$ cat config.mk
export PLATFORM = sky130hd
export DESIGN_NAME = biquadratic_escape_time_unit
export DESIGN_NICKNAME = d
export VERILOG_FILES = /design/src/hw/rtl/bqet_pkg.sv /design/src/hw/rtl/bqet_mul.sv /design/src/hw/rtl/bqet_orbit.sv /design/src/hw/rtl/biquadratic_escape_time_unit.sv
export SDC_FILE = /design/constraint.sdc
export NUM_CORES = 2
export LEC_CHECK = 0
export ABC_AREA = 1
export BUFFER_PORTS_ARGS = -buffer_cell sky130_fd_sc_hd__buf_2
export CORE_MARGIN = 8
export CORE_UTILIZATION = 45
export CTS_BUF_LIST = sky130_fd_sc_hd__clkbuf_8
export CTS_CLUSTER_DIAMETER = 150
export DETAILED_ROUTE_END_ITERATION = 8
export GPL_ROUTABILITY_DRIVEN = 1
export HOLD_SLACK_MARGIN = 0.1
export PLACE_DENSITY = 0.64
export SYNTH_ARGS = -nofsm -noshare
export SYNTH_HDL_FRONTEND = slang
export SYNTH_SLANG_ARGS = --single-unit
$ cat constraint.sdc
create_clock -name clk -period 21.1 [get_ports clk]
set_input_delay 4.22 -clock clk [delete_from_list [all_inputs] [get_ports clk]]
set_output_delay 4.22 -clock clk [all_outputs]
set_load 0.01 [all_outputs]
$ cat src/hw/rtl/bqet_pkg.sv
// Shared constants, types and helper functions for the biquadratic escape-time unit.
// Used by every module of the block; depends on nothing else.
package bqet_pkg;

	// Number formats: Q4.28 at the ports, signed Q12.28 inside the block.
	localparam int IN_W      = 32;
	localparam int IN_FRAC   = 28;
	localparam int FRAC_BITS = 28;
	localparam int INT_BITS  = 12;
	localparam int IW        = FRAC_BITS + INT_BITS;
	localparam int EXT_W     = IW + 2;
	localparam int ITER_BITS = 16;
	localparam int MAX_W     = 16;

	// Port layout.
	localparam int S_TDATA_W  = 2 * IN_W;
	localparam int CODE_W     = 18;
	localparam int M_TDATA_W  = ((CODE_W + 7) / 8) * 8;
	localparam int CFG_IDX_W  = 2;

	// Configuration register indexes.
	localparam logic [CFG_IDX_W-1:0] REG_C_REAL   = 2'd0;
	localparam logic [CFG_IDX_W-1:0] REG_C_IMAG   = 2'd1;
	localparam logic [CFG_IDX_W-1:0] REG_MAX_ITER = 2'd2;

	// Register reset values.
	localparam logic [IN_W-1:0]  C_REAL_RST   = 32'd67108864;
	localparam logic [IN_W-1:0]  C_IMAG_RST   = 32'd0;
	localparam logic [MAX_W-1:0] MAX_ITER_RST = 16'd100;

	typedef logic signed [IW-1:0]    fix_t;
	typedef logic signed [EXT_W-1:0] ext_t;
	typedef logic [ITER_BITS-1:0]    iter_t;
	typedef logic [CODE_W-1:0]       code_t;

	// Largest interior magnitude; any result beyond it saturates.
	localparam fix_t MAG_MAX = {1'b0, {(IW-1){1'b1}}};
	// Escape radius squared (10.0) in interior format, one bit wider than a square.
	localparam logic [IW:0] ESC_LIMIT = (IW+1)'(10) << FRAC_BITS;

	// A value together with the flag that says it was clipped.
	typedef struct packed {
		fix_t val;
		logic sat;
	} sat_fix_t;

	// Per-point orbit constants a and b.
	typedef struct packed {
		fix_t are;
		fix_t aim;
		fix_t bre;
		fix_t bim;
	} orbit_cfg_t;

	// Clip a widened sum to the symmetric interior range.
	function automatic sat_fix_t sat_fix(input ext_t v);
		sat_fix_t r;
		if (v > ext_t'(MAG_MAX)) begin
			r.val = MAG_MAX;
			r.sat = 1'b1;
		end else if (v < -ext_t'(MAG_MAX)) begin
			r.val = -MAG_MAX;
			r.sat = 1'b1;
		end else begin
			r.val = v[IW-1:0];
			r.sat = 1'b0;
		end
		return r;
	endfunction

	// Convert a Q4.28 port value to the interior format; fewer fraction bits round down.
	function automatic fix_t to_fix(input logic signed [IN_W-1:0] v);
		if (FRAC_BITS >= IN_FRAC) begin
			return fix_t'(v) <<< ((FRAC_BITS >= IN_FRAC) ? FRAC_BITS - IN_FRAC : 0);
		end
		return fix_t'(v >>> ((FRAC_BITS < IN_FRAC) ? IN_FRAC - FRAC_BITS : 0));
	endfunction

endpackage

$ cat src/hw/rtl/bqet_mul.sv
// Shared sign-magnitude fixed-point multiplier built from four half-width partial products.
// Depends on bqet_pkg for the interior format and saturation limit.
module bqet_mul (
	input  logic          clk,
	input  logic          arst_n,
	input  logic          start,
	input  bqet_pkg::fix_t op_a,
	input  bqet_pkg::fix_t op_b,
	output logic          done,
	output bqet_pkg::fix_t product,
	output logic          sat
);
	import bqet_pkg::*;

	localparam int PART_W = (IW + 1) / 2;
	localparam int ACC_W  = 2 * IW;

	typedef enum logic [1:0] {M_IDLE, M_ACC, M_FIN} mul_state_t;

	mul_state_t              state_q;
	logic [1:0]              step_q;
	logic [2*PART_W-1:0]     a_mag_q;
	logic [2*PART_W-1:0]     b_mag_q;
	logic                    neg_q;
	logic [ACC_W-1:0]        acc_q;
	logic                    done_q;
	fix_t                    product_q;
	logic                    sat_q;

	logic [IW-1:0]           a_abs;
	logic [IW-1:0]           b_abs;
	logic [PART_W-1:0]       part_a;
	logic [PART_W-1:0]       part_b;
	logic [2*PART_W-1:0]     part_prod;
	logic [ACC_W-1:0]        part_shifted;
	logic [ACC_W-1:0]        acc_scaled;
	logic                    fin_sat;
	fix_t                    fin_mag;

	// Operand magnitudes; operands never exceed the symmetric range.
	assign a_abs = op_a[IW-1] ? IW'(-op_a) : IW'(op_a);
	assign b_abs = op_b[IW-1] ? IW'(-op_b) : IW'(op_b);

	// One partial product per cycle, placed by the weight of its halves.
	assign part_a    = step_q[1] ? a_mag_q[2*PART_W-1:PART_W] : a_mag_q[PART_W-1:0];
	assign part_b    = step_q[0] ? b_mag_q[2*PART_W-1:PART_W] : b_mag_q[PART_W-1:0];
	assign part_prod = part_a * part_b;

	always_comb begin
		case (step_q)
			2'd0:    part_shifted = ACC_W'(part_prod);
			2'd3:    part_shifted = ACC_W'(part_prod) << (2 * PART_W);
			default: part_shifted = ACC_W'(part_prod) << PART_W;
		endcase
	end

	// Drop the fraction bits of the exact product and clip the magnitude.
	assign acc_scaled = acc_q >> FRAC_BITS;
	assign fin_sat    = acc_scaled > ACC_W'(MAG_MAX);
	assign fin_mag    = fin_sat ? MAG_MAX : fix_t'(acc_scaled[IW-1:0]);

	// Sequencer and registered result.
	always_ff @(posedge clk or negedge arst_n) begin
		if (!arst_n) begin
			state_q <= M_IDLE;
			step_q  <= 2'd0;
			done_q  <= 1'b0;
		end else begin
			done_q <= (state_q == M_FIN);
			unique case (state_q)
				M_IDLE: begin
					if (start) begin
						a_mag_q <= (2*PART_W)'(a_abs);
						b_mag_q <= (2*PART_W)'(b_abs);
						neg_q   <= op_a[IW-1] ^ op_b[IW-1];
						acc_q   <= '0;
						step_q  <= 2'd0;
						state_q <= M_ACC;
					end
				end
				M_ACC: begin
					acc_q  <= acc_q + part_shifted;
					step_q <= step_q + 2'd1;
					if (step_q == 2'd3) begin
						state_q <= M_FIN;
					end
				end
				M_FIN: begin
					product_q <= neg_q ? -fin_mag : fin_mag;
					sat_q     <= fin_sat;
					state_q   <= M_IDLE;
				end
				default: state_q <= M_IDLE;
			endcase
		end
	end

	assign done    = done_q;
	assign product = product_q;
	assign sat     = sat_q;

endmodule

$ cat src/hw/rtl/bqet_orbit.sv
// Orbit engine: runs one escape-time orbit of w -> (w^2+a)^2+b on the shared multiplier.
// Depends on bqet_pkg and instantiates bqet_mul.
module bqet_orbit (
	input  logic               clk,
	input  logic               arst_n,
	input  logic               start,
	input  bqet_pkg::fix_t     init_re,
	input  bqet_pkg::fix_t     init_im,
	input  bqet_pkg::orbit_cfg_t cfg,
	input  bqet_pkg::iter_t    lim,
	output logic               done,
	output bqet_pkg::iter_t    count
);
	import bqet_pkg::*;

	typedef enum logic [2:0] {
		O_IDLE, O_SQ_RE, O_SQ_IM, O_CHECK, O_MUL_T, O_UPD
	} orbit_state_t;

	// Where the orbit stands: initial squares, first half-step, second half-step.
	typedef enum logic [1:0] {PH_INIT, PH_A, PH_B} phase_t;

	orbit_state_t state_q;
	phase_t       phase_q;
	fix_t         re_q;
	fix_t         im_q;
	fix_t         re2_q;
	fix_t         im2_q;
	fix_t         t_q;
	logic         sat_q;
	iter_t        n_q;
	logic         issued_q;
	logic         done_q;

	logic         mul_start;
	fix_t         mul_a;
	fix_t         mul_b;
	logic         mul_done;
	fix_t         mul_p;
	logic         mul_sat;

	logic [IW:0]  esc_sum;
	logic         keep_going;
	fix_t         add_re;
	fix_t         add_im;
	sat_fix_t     t_dbl;
	sat_fix_t     im_new;
	sat_fix_t     re_new;

	// Multiplier operands follow the state: re*re, im*im or re*im.
	assign mul_a     = (state_q == O_SQ_IM) ? im_q : re_q;
	assign mul_b     = (state_q == O_SQ_RE) ? re_q : im_q;
	assign mul_start = ((state_q == O_SQ_RE) || (state_q == O_SQ_IM) ||
			(state_q == O_MUL_T)) && !issued_q;

	bqet_mul u_mul (
		.clk     (clk),
		.arst_n  (arst_n),
		.start   (mul_start),
		.op_a    (mul_a),
		.op_b    (mul_b),
		.done    (mul_done),
		.product (mul_p),
		.sat     (mul_sat)
	);

	// Loop test before each step: limit, saturation and escape radius.
	assign esc_sum    = {1'b0, re2_q} + {1'b0, im2_q};
	assign keep_going = (n_q < lim) && !sat_q && (esc_sum < ESC_LIMIT);

	// Half-step update, a then b: im = 2*re*im + add_im, re = re^2 - im^2 + add_re.
	assign add_re = (phase_q == PH_B) ? cfg.bre : cfg.are;
	assign add_im = (phase_q == PH_B) ? cfg.bim : cfg.aim;
	assign t_dbl  = sat_fix(ext_t'(t_q) <<< 1);
	assign im_new = sat_fix(ext_t'(t_dbl.val) + ext_t'(add_im));
	assign re_new = sat_fix(ext_t'(re2_q) - ext_t'(im2_q) + ext_t'(add_re));

	// Orbit sequencer.
	always_ff @(posedge clk or negedge arst_n) begin
		if (!arst_n) begin
			state_q  <= O_IDLE;
			phase_q  <= PH_INIT;
			sat_q    <= 1'b0;
			n_q      <= '0;
			issued_q <= 1'b0;
			done_q   <= 1'b0;
		end else begin
			done_q   <= (state_q == O_CHECK) && !keep_going;
			issued_q <= mul_start || (issued_q && !mul_done);
			unique case (state_q)
				O_IDLE: begin
					if (start) begin
						re_q    <= init_re;
						im_q    <= init_im;
						sat_q   <= 1'b0;
						n_q     <= '0;
						phase_q <= PH_INIT;
						state_q <= O_SQ_RE;
					end
				end
				O_SQ_RE: begin
					if (mul_done) begin
						re2_q    <= mul_p;
						sat_q    <= sat_q | mul_sat;
						state_q  <= O_SQ_IM;
					end
				end
				O_SQ_IM: begin
					if (mul_done) begin
						im2_q    <= mul_p;
						sat_q    <= sat_q | mul_sat;
						unique case (phase_q)
							PH_A: begin
								phase_q <= PH_B;
								state_q <= O_MUL_T;
							end
							PH_B: begin
								n_q     <= n_q + 1'b1;
								state_q <= O_CHECK;
							end
							default: state_q <= O_CHECK;
						endcase
					end
				end
				O_CHECK: begin
					if (keep_going) begin
						phase_q <= PH_A;
						state_q <= O_MUL_T;
					end else begin
						state_q <= O_IDLE;
					end
				end
				O_MUL_T: begin
					if (mul_done) begin
						t_q      <= mul_p;
						sat_q    <= sat_q | mul_sat;
						state_q  <= O_UPD;
					end
				end
				O_UPD: begin
					re_q    <= re_new.val;
					im_q    <= im_new.val;
					sat_q   <= sat_q | t_dbl.sat | im_new.sat | re_new.sat;
					state_q <= O_SQ_RE;
				end
				default: state_q <= O_IDLE;
			endcase
		end
	end

	assign done  = done_q;
	assign count = n_q;

endmodule

$ cat src/hw/rtl/biquadratic_escape_time_unit.sv
// Top level of the biquadratic escape-time unit: ports, configuration registers, control.
// Depends on bqet_pkg and instantiates bqet_orbit (which holds the shared multiplier).
//
//   Channel  Dir  Signals                            Transfer
//   s_*      in   s_tvalid s_tready s_tdata[63:0]    one plane point
//   m_*      out  m_tvalid m_tready m_tdata m_tuser  one color code per point
//   cfg_*    in   cfg_valid cfg_ready cfg_index      one register write
//                 cfg_data[31:0]
//
// One point at a time. Each multiply runs on the single shared multiplier, and each
// map step takes 6 multiplies, three for each of its two half-steps.
// s_tready is high only while no point is in work; cfg_ready is always high.
// A result waits in the output register, and the next point may be taken meanwhile.
// Reset clears control state and loads the register reset values.
module biquadratic_escape_time_unit (
	input  logic                               clk,
	input  logic                               arst_n,
	input  logic                               s_tvalid,
	output logic                               s_tready,
	input  logic [bqet_pkg::S_TDATA_W-1:0]     s_tdata,   // point_re[31:0], point_im[63:32]
	output logic                               m_tvalid,
	input  logic                               m_tready,
	output logic [bqet_pkg::M_TDATA_W-1:0]     m_tdata,   // color_code[17:0], zero pad
	output logic                               m_tuser,   // both_bounded[0]
	input  logic                               cfg_valid,
	output logic                               cfg_ready,
	input  logic [bqet_pkg::CFG_IDX_W-1:0]     cfg_index,
	input  logic [bqet_pkg::IN_W-1:0]          cfg_data
);
	import bqet_pkg::*;

	typedef enum logic [2:0] {T_IDLE, T_SETUP, T_ORB0, T_ORB1, T_OUT} top_state_t;

	top_state_t              state_q;
	logic signed [IN_W-1:0]  c_re_q;
	logic signed [IN_W-1:0]  c_im_q;
	logic [MAX_W-1:0]        max_iter_q;
	logic signed [IN_W-1:0]  point_re_q;
	logic signed [IN_W-1:0]  point_im_q;
	orbit_cfg_t              orb_cfg_q;
	iter_t                   lim_q;
	iter_t                   j_q;
	logic                    orb_start_q;
	logic                    m_tvalid_q;
	code_t                   code_q;
	logic                    both_q;

	fix_t                    zr;
	fix_t                    zi;
	fix_t                    cr;
	fix_t                    ci;
	sat_fix_t                a_re;
	sat_fix_t                a_im;
	sat_fix_t                z2_re;
	sat_fix_t                z2_im;
	sat_fix_t                b_re;
	sat_fix_t                b_im;
	fix_t                    init_re;
	fix_t                    init_im;
	logic                    orb_done;
	iter_t                   orb_count;
	logic                    both_hit;
	code_t                   code_next;
	logic                    out_free;
	logic                    s_xfer;

	assign s_tready  = (state_q == T_IDLE);
	assign s_xfer    = s_tvalid && s_tready;
	assign cfg_ready = 1'b1;

	// Configuration registers; indexes beyond the list are ignored.
	always_ff @(posedge clk or negedge arst_n) begin
		if (!arst_n) begin
			c_re_q     <= C_REAL_RST;
			c_im_q     <= C_IMAG_RST;
			max_iter_q <= MAX_ITER_RST;
		end else if (cfg_valid && cfg_ready) begin
			unique case (cfg_index)
				REG_C_REAL:   c_re_q     <= cfg_data;
				REG_C_IMAG:   c_im_q     <= cfg_data;
				REG_MAX_ITER: max_iter_q <= cfg_data[MAX_W-1:0];
				default: ;
			endcase
		end
	end

	// Per-point constants: a = c + z, b = conj(c) + 2z.
	assign zr    = to_fix(point_re_q);
	assign zi    = to_fix(point_im_q);
	assign cr    = to_fix(c_re_q);
	assign ci    = to_fix(c_im_q);
	assign a_re  = sat_fix(ext_t'(cr) + ext_t'(zr));
	assign a_im  = sat_fix(ext_t'(ci) + ext_t'(zi));
	assign z2_re = sat_fix(ext_t'(zr) <<< 1);
	assign z2_im = sat_fix(ext_t'(zi) <<< 1);
	assign b_re  = sat_fix(ext_t'(cr) + ext_t'(z2_re.val));
	assign b_im  = sat_fix(ext_t'(z2_im.val) - ext_t'(ci));

	// The first orbit starts at zero, the second at b.
	assign init_re = (state_q == T_ORB1) ? orb_cfg_q.bre : '0;
	assign init_im = (state_q == T_ORB1) ? orb_cfg_q.bim : '0;

	bqet_orbit u_orbit (
		.clk     (clk),
		.arst_n  (arst_n),
		.start   (orb_start_q),
		.init_re (init_re),
		.init_im (init_im),
		.cfg     (orb_cfg_q),
		.lim     (lim_q),
		.done    (orb_done),
		.count   (orb_count)
	);

	// Color code from the two counts: j from the first orbit, i from the second.
	assign both_hit = (orb_count >= lim_q) && (j_q >= lim_q);
	always_comb begin
		if (both_hit) begin
			code_next = '1;
		end else if (orb_count < j_q) begin
			code_next = CODE_W'({j_q, 1'b0});
		end else begin
			code_next = CODE_W'({orb_count, 1'b1});
		end
	end

	assign out_free = !m_tvalid_q || m_tready;

	// Control sequencer and output register.
	always_ff @(posedge clk or negedge arst_n) begin
		if (!arst_n) begin
			state_q     <= T_IDLE;
			orb_start_q <= 1'b0;
			m_tvalid_q  <= 1'b0;
		end else begin
			orb_start_q <= (state_q == T_SETUP) || ((state_q == T_ORB0) && orb_done);
			m_tvalid_q  <= ((state_q == T_OUT) && out_free) || (m_tvalid_q && !m_tready);
			unique case (state_q)
				T_IDLE: begin
					if (s_xfer) begin
						point_re_q <= s_tdata[IN_W-1:0];
						point_im_q <= s_tdata[2*IN_W-1:IN_W];
						state_q    <= T_SETUP;
					end
				end
				T_SETUP: begin
					orb_cfg_q.are <= a_re.val;
					orb_cfg_q.aim <= a_im.val;
					orb_cfg_q.bre <= b_re.val;
					orb_cfg_q.bim <= b_im.val;
					// A limit wider than the count saturates to the largest count.
					lim_q         <= ((max_iter_q >> ITER_BITS) != '0) ? '1 :
							ITER_BITS'(max_iter_q);
					state_q       <= T_ORB0;
				end
				T_ORB0: begin
					if (orb_done) begin
						j_q         <= orb_count;
						state_q     <= T_ORB1;
					end
				end
				T_ORB1: begin
					if (orb_done) begin
						state_q <= T_OUT;
					end
				end
				T_OUT: begin
					if (out_free) begin
						code_q     <= code_next;
						both_q     <= both_hit;
						state_q    <= T_IDLE;
					end
				end
				default: state_q <= T_IDLE;
			endcase
		end
	end

	assign m_tvalid = m_tvalid_q;
	assign m_tdata  = M_TDATA_W'(code_q);
	assign m_tuser  = both_q;

endmodule

==> impl_metrics.py <==
metrics = {
    "status": {
        "outcome": "complete, no violations",
    },
    "placed_design": {
        "post-dp-hpwl_um": 206000,
        "gp_congestion": 1.03,
        "portBuffers": 123,
    },
    "floorplanning": {
        "start_util": 0.451,
        "die_h_um": 408,
        "fp.dieW_um": 408,
        "ioPinCount": 131,
        "core-area_um2": 153000,
        "die-area_um2": 166000,
        "rows": 144,
    },
    "layout": {
        "final_common_cell": "nand2_1",
        "nets": 9819,
        "drive_above_1_share": 0.0661,
        "mostFrequentLayoutCells": "nand2_1, inv_1, nor2_1",
        "syn_to_final_growth_pct": 8.44,
    },
    "sta": {
        "fin_tns_setup_ns": 0,
        "fmax_ghz": 0.0842,
        "fin_crit_sh": 0.563,
        "hold_violations": 0,
        "slew_violations": 0,
        "tightest_slew_ns": 1.24,
        "min_period_ns": 11.87,
        "slew_headroom": 0.169,
        "fin_skew_ns": 0.0532,
        "rsz0062_at_grt": "false",
        "finalSetupViolations": 0,
    },
    "yosys": {
        "ys_warn_count": 0,
        "synth.area.top_cells": "edfxtp_1, fa_1, nand2_1",
        "synth_async_sr_flop_share": 0.146,
        "yosysSeqAreaShare": 0.330,
        "avgSynthCellArea_um2": 7.97,
        "synth_area_um2": 69100,
        "ys_types": 72,
        "ys.flop_type": "edfxtp_1",
        "synth_top_area_share": 0.289,
        "yosys.area.top_type": "edfxtp_1",
        "synth_edf_count": 665,
        "synth_seq_cells": 779,
        "syn_inst": 8674,
    },
    "global_routing": {
        "grt_antenna_before_repair": 17,
        "overflow": 0,
        "grt_max_degree": 149,
        "grt_pass1_wl_um": 371000,
        "grt_use_total": 0.291,
        "grt_pass1_vias": 59000,
    },
    "setup_path": {
        "critPathKind": "reg -> reg",
        "r2r-start": "u_orbit.u_mul.step_q[0]",
        "crit_start": "u_orbit.u_mul.step_q[0]",
        "cp_data_required_time_ns": 21.71,
        "cp_slowest_cell": "dfrtp_1",
        "crit_arrival_ns": 12.48,
        "crit_fanout": 22,
        "start_kind": "flop",
        "crit_path_max_incr_delay_ns": 0.88,
        "worstSetupEndpointType": "flop",
    },
    "clock_tree": {
        "cts_buffer_depth": 3,
        "cts_resized": 0,
        "cts_inserted_buffers": 143,
        "cts_setup_buffers": 0,
        "cts.sinks": 779,
        "ctsHoldBuffers": 0,
        "clk_latency_ns": 0.87,
        "cts_tree": "built",
        "h-tree-depth": 4,
        "clock-root-buffer": "clkbuf_8",
        "path_clk_slew_ns": 0.06,
    },
    "routing": {
        "drc": 0,
        "vias": 60400,
        "finalWirelength_um": 249000,
        "drt_iter0_drc": 6305,
        "ant_nets": 0,
        "dr.pass1.iters": 7,
        "via_per_inst": 5.51,
        "wl_per_cell_um": 22.7,
    },
    "min_path": {
        "hold_path.class": "reg -> reg",
        "min_from": "max_iter_q[9]",
    },
    "flow_run": {
        "drv_cap": 0,
    },
}
Yosys cell counts (9+ instances only):
master,n
edfxtp_1,665
mux2_2,63
a21o_1,22
o21ai_0,465
nand3b_1,33
nor2_2,11
buf_1,12
o31ai_1,17
fa_1,366
dfrtp_1,110
nand2_1,1821
clkinv_1,11
nor4_1,33
o21ai_2,10
o211ai_1,19
o21a_1,46
buf_2,27
inv_2,17
nand3_1,221
buf_4,9
o22ai_1,44
a21oi_1,622
inv_1,1448
nand4_1,71
or2_2,48
ha_1,533
clkbuf_1,135
xnor2_1,122
o21ai_1,60
nor3_1,93
o21bai_1,31
a21boi_0,18
a22oi_1,39
nor2_1,1049
a31oi_1,116
xor2_1,171
sequential cells by signal, summed over array words and instances (netlist names), 18 cells and up:
signal and cells:
c_im_q 32, c_re_q 32, code_q 18, orb_cfg_q 148
point_im_q 32, point_re_q 32, u_orbit.im2_q 40, u_orbit.im_q 40
u_orbit.re2_q 40, u_orbit.re_q 40, u_orbit.t_q 40, u_orbit.u_mul.a_mag_q 40
u_orbit.u_mul.acc_q 80, u_orbit.u_mul.b_mag_q 40, u_orbit.u_mul.product 40
stage by stage:
step	hold slack (ns)	util	worst slack, ns	instance area [µm²]	std cells
6_report	0.426	0.489	9.23	75000	11000
5_1_grt	0.422	0.489	8.44	75000	11000
3_3_place_gp	0.434	0.470	9.67	72100	10700
2_1_floorplan	0.425	-	9.26	69100	8679
3_5_place_dp	0.436	0.470	9.54	72100	10700
4_1_cts	0.404	0.489	9.52	75000	11000
routing by layer:
metal | part of all wire | wire (µm) | up-vias | global-route usage
li1 | - | - | 28700 | -
met1 | 0.45 | 111000 | 29100 | 0.413
met2 | 0.44 | 111000 | 2274 | 0.457
met3 | 0.080 | 19900 | 386 | 0.0502
met4 | 0.031 | 7630 | 2 | 0.0826
met5 | 0.000052 | 13 | - | 0
worst paths after layout:
check                                          endpoint  slack (ns)  cells after the start
worst max-delay path            u_orbit.u_mul.acc_q[77]        9.23                     40
worst min-delay path                           lim_q[9]        0.43                      0
worst max register to register  u_orbit.u_mul.acc_q[77]        9.23                     40
worst min register to register                 lim_q[9]        0.43                      0
max in group asynchronous                     c_re_q[1]       16.65                      2
min in group asynchronous                    c_re_q[10]        3.28                      1
kinds of logic after synthesis:
group           count (synthesis)  synth area share
compound gates               1548             0.125
xor+xnor                      293            0.0371
fa+ha+maj                     899             0.202
buf+inv                      1665            0.0919
flops                         779             0.330
mux                            66            0.0107
other cells                     2          0.000109
simple gates                 3422             0.203
final cells by class:
cell class | instances | area (µm²)
repair buffers | 181 | 1070
multi-input cells | 6235 | 40100
well taps | 2044 | 2560
flip-flops and latches | 779 | 22800
clock buffers | 148 | 2040
clock inverters | 108 | 812
diodes | 3 | 7.51
inverters | 1477 | 5550
fillers | 15100 | 78400
critical path: cells and delay by family, from the launching register on:
kind | cells | cell delay, ns
fa+ha+maj | 9 | 4.43
compound gates | 9 | 2.40
simple gates | 13 | 2.06
buf+inv | 8 | 1.65
flops | 1 | 0.88
xor+xnor | 1 | 0.19
Power is left out: the tool's default activity adds up to more than one toggle a clock period on the data nets, which glitch-free logic cannot reach.
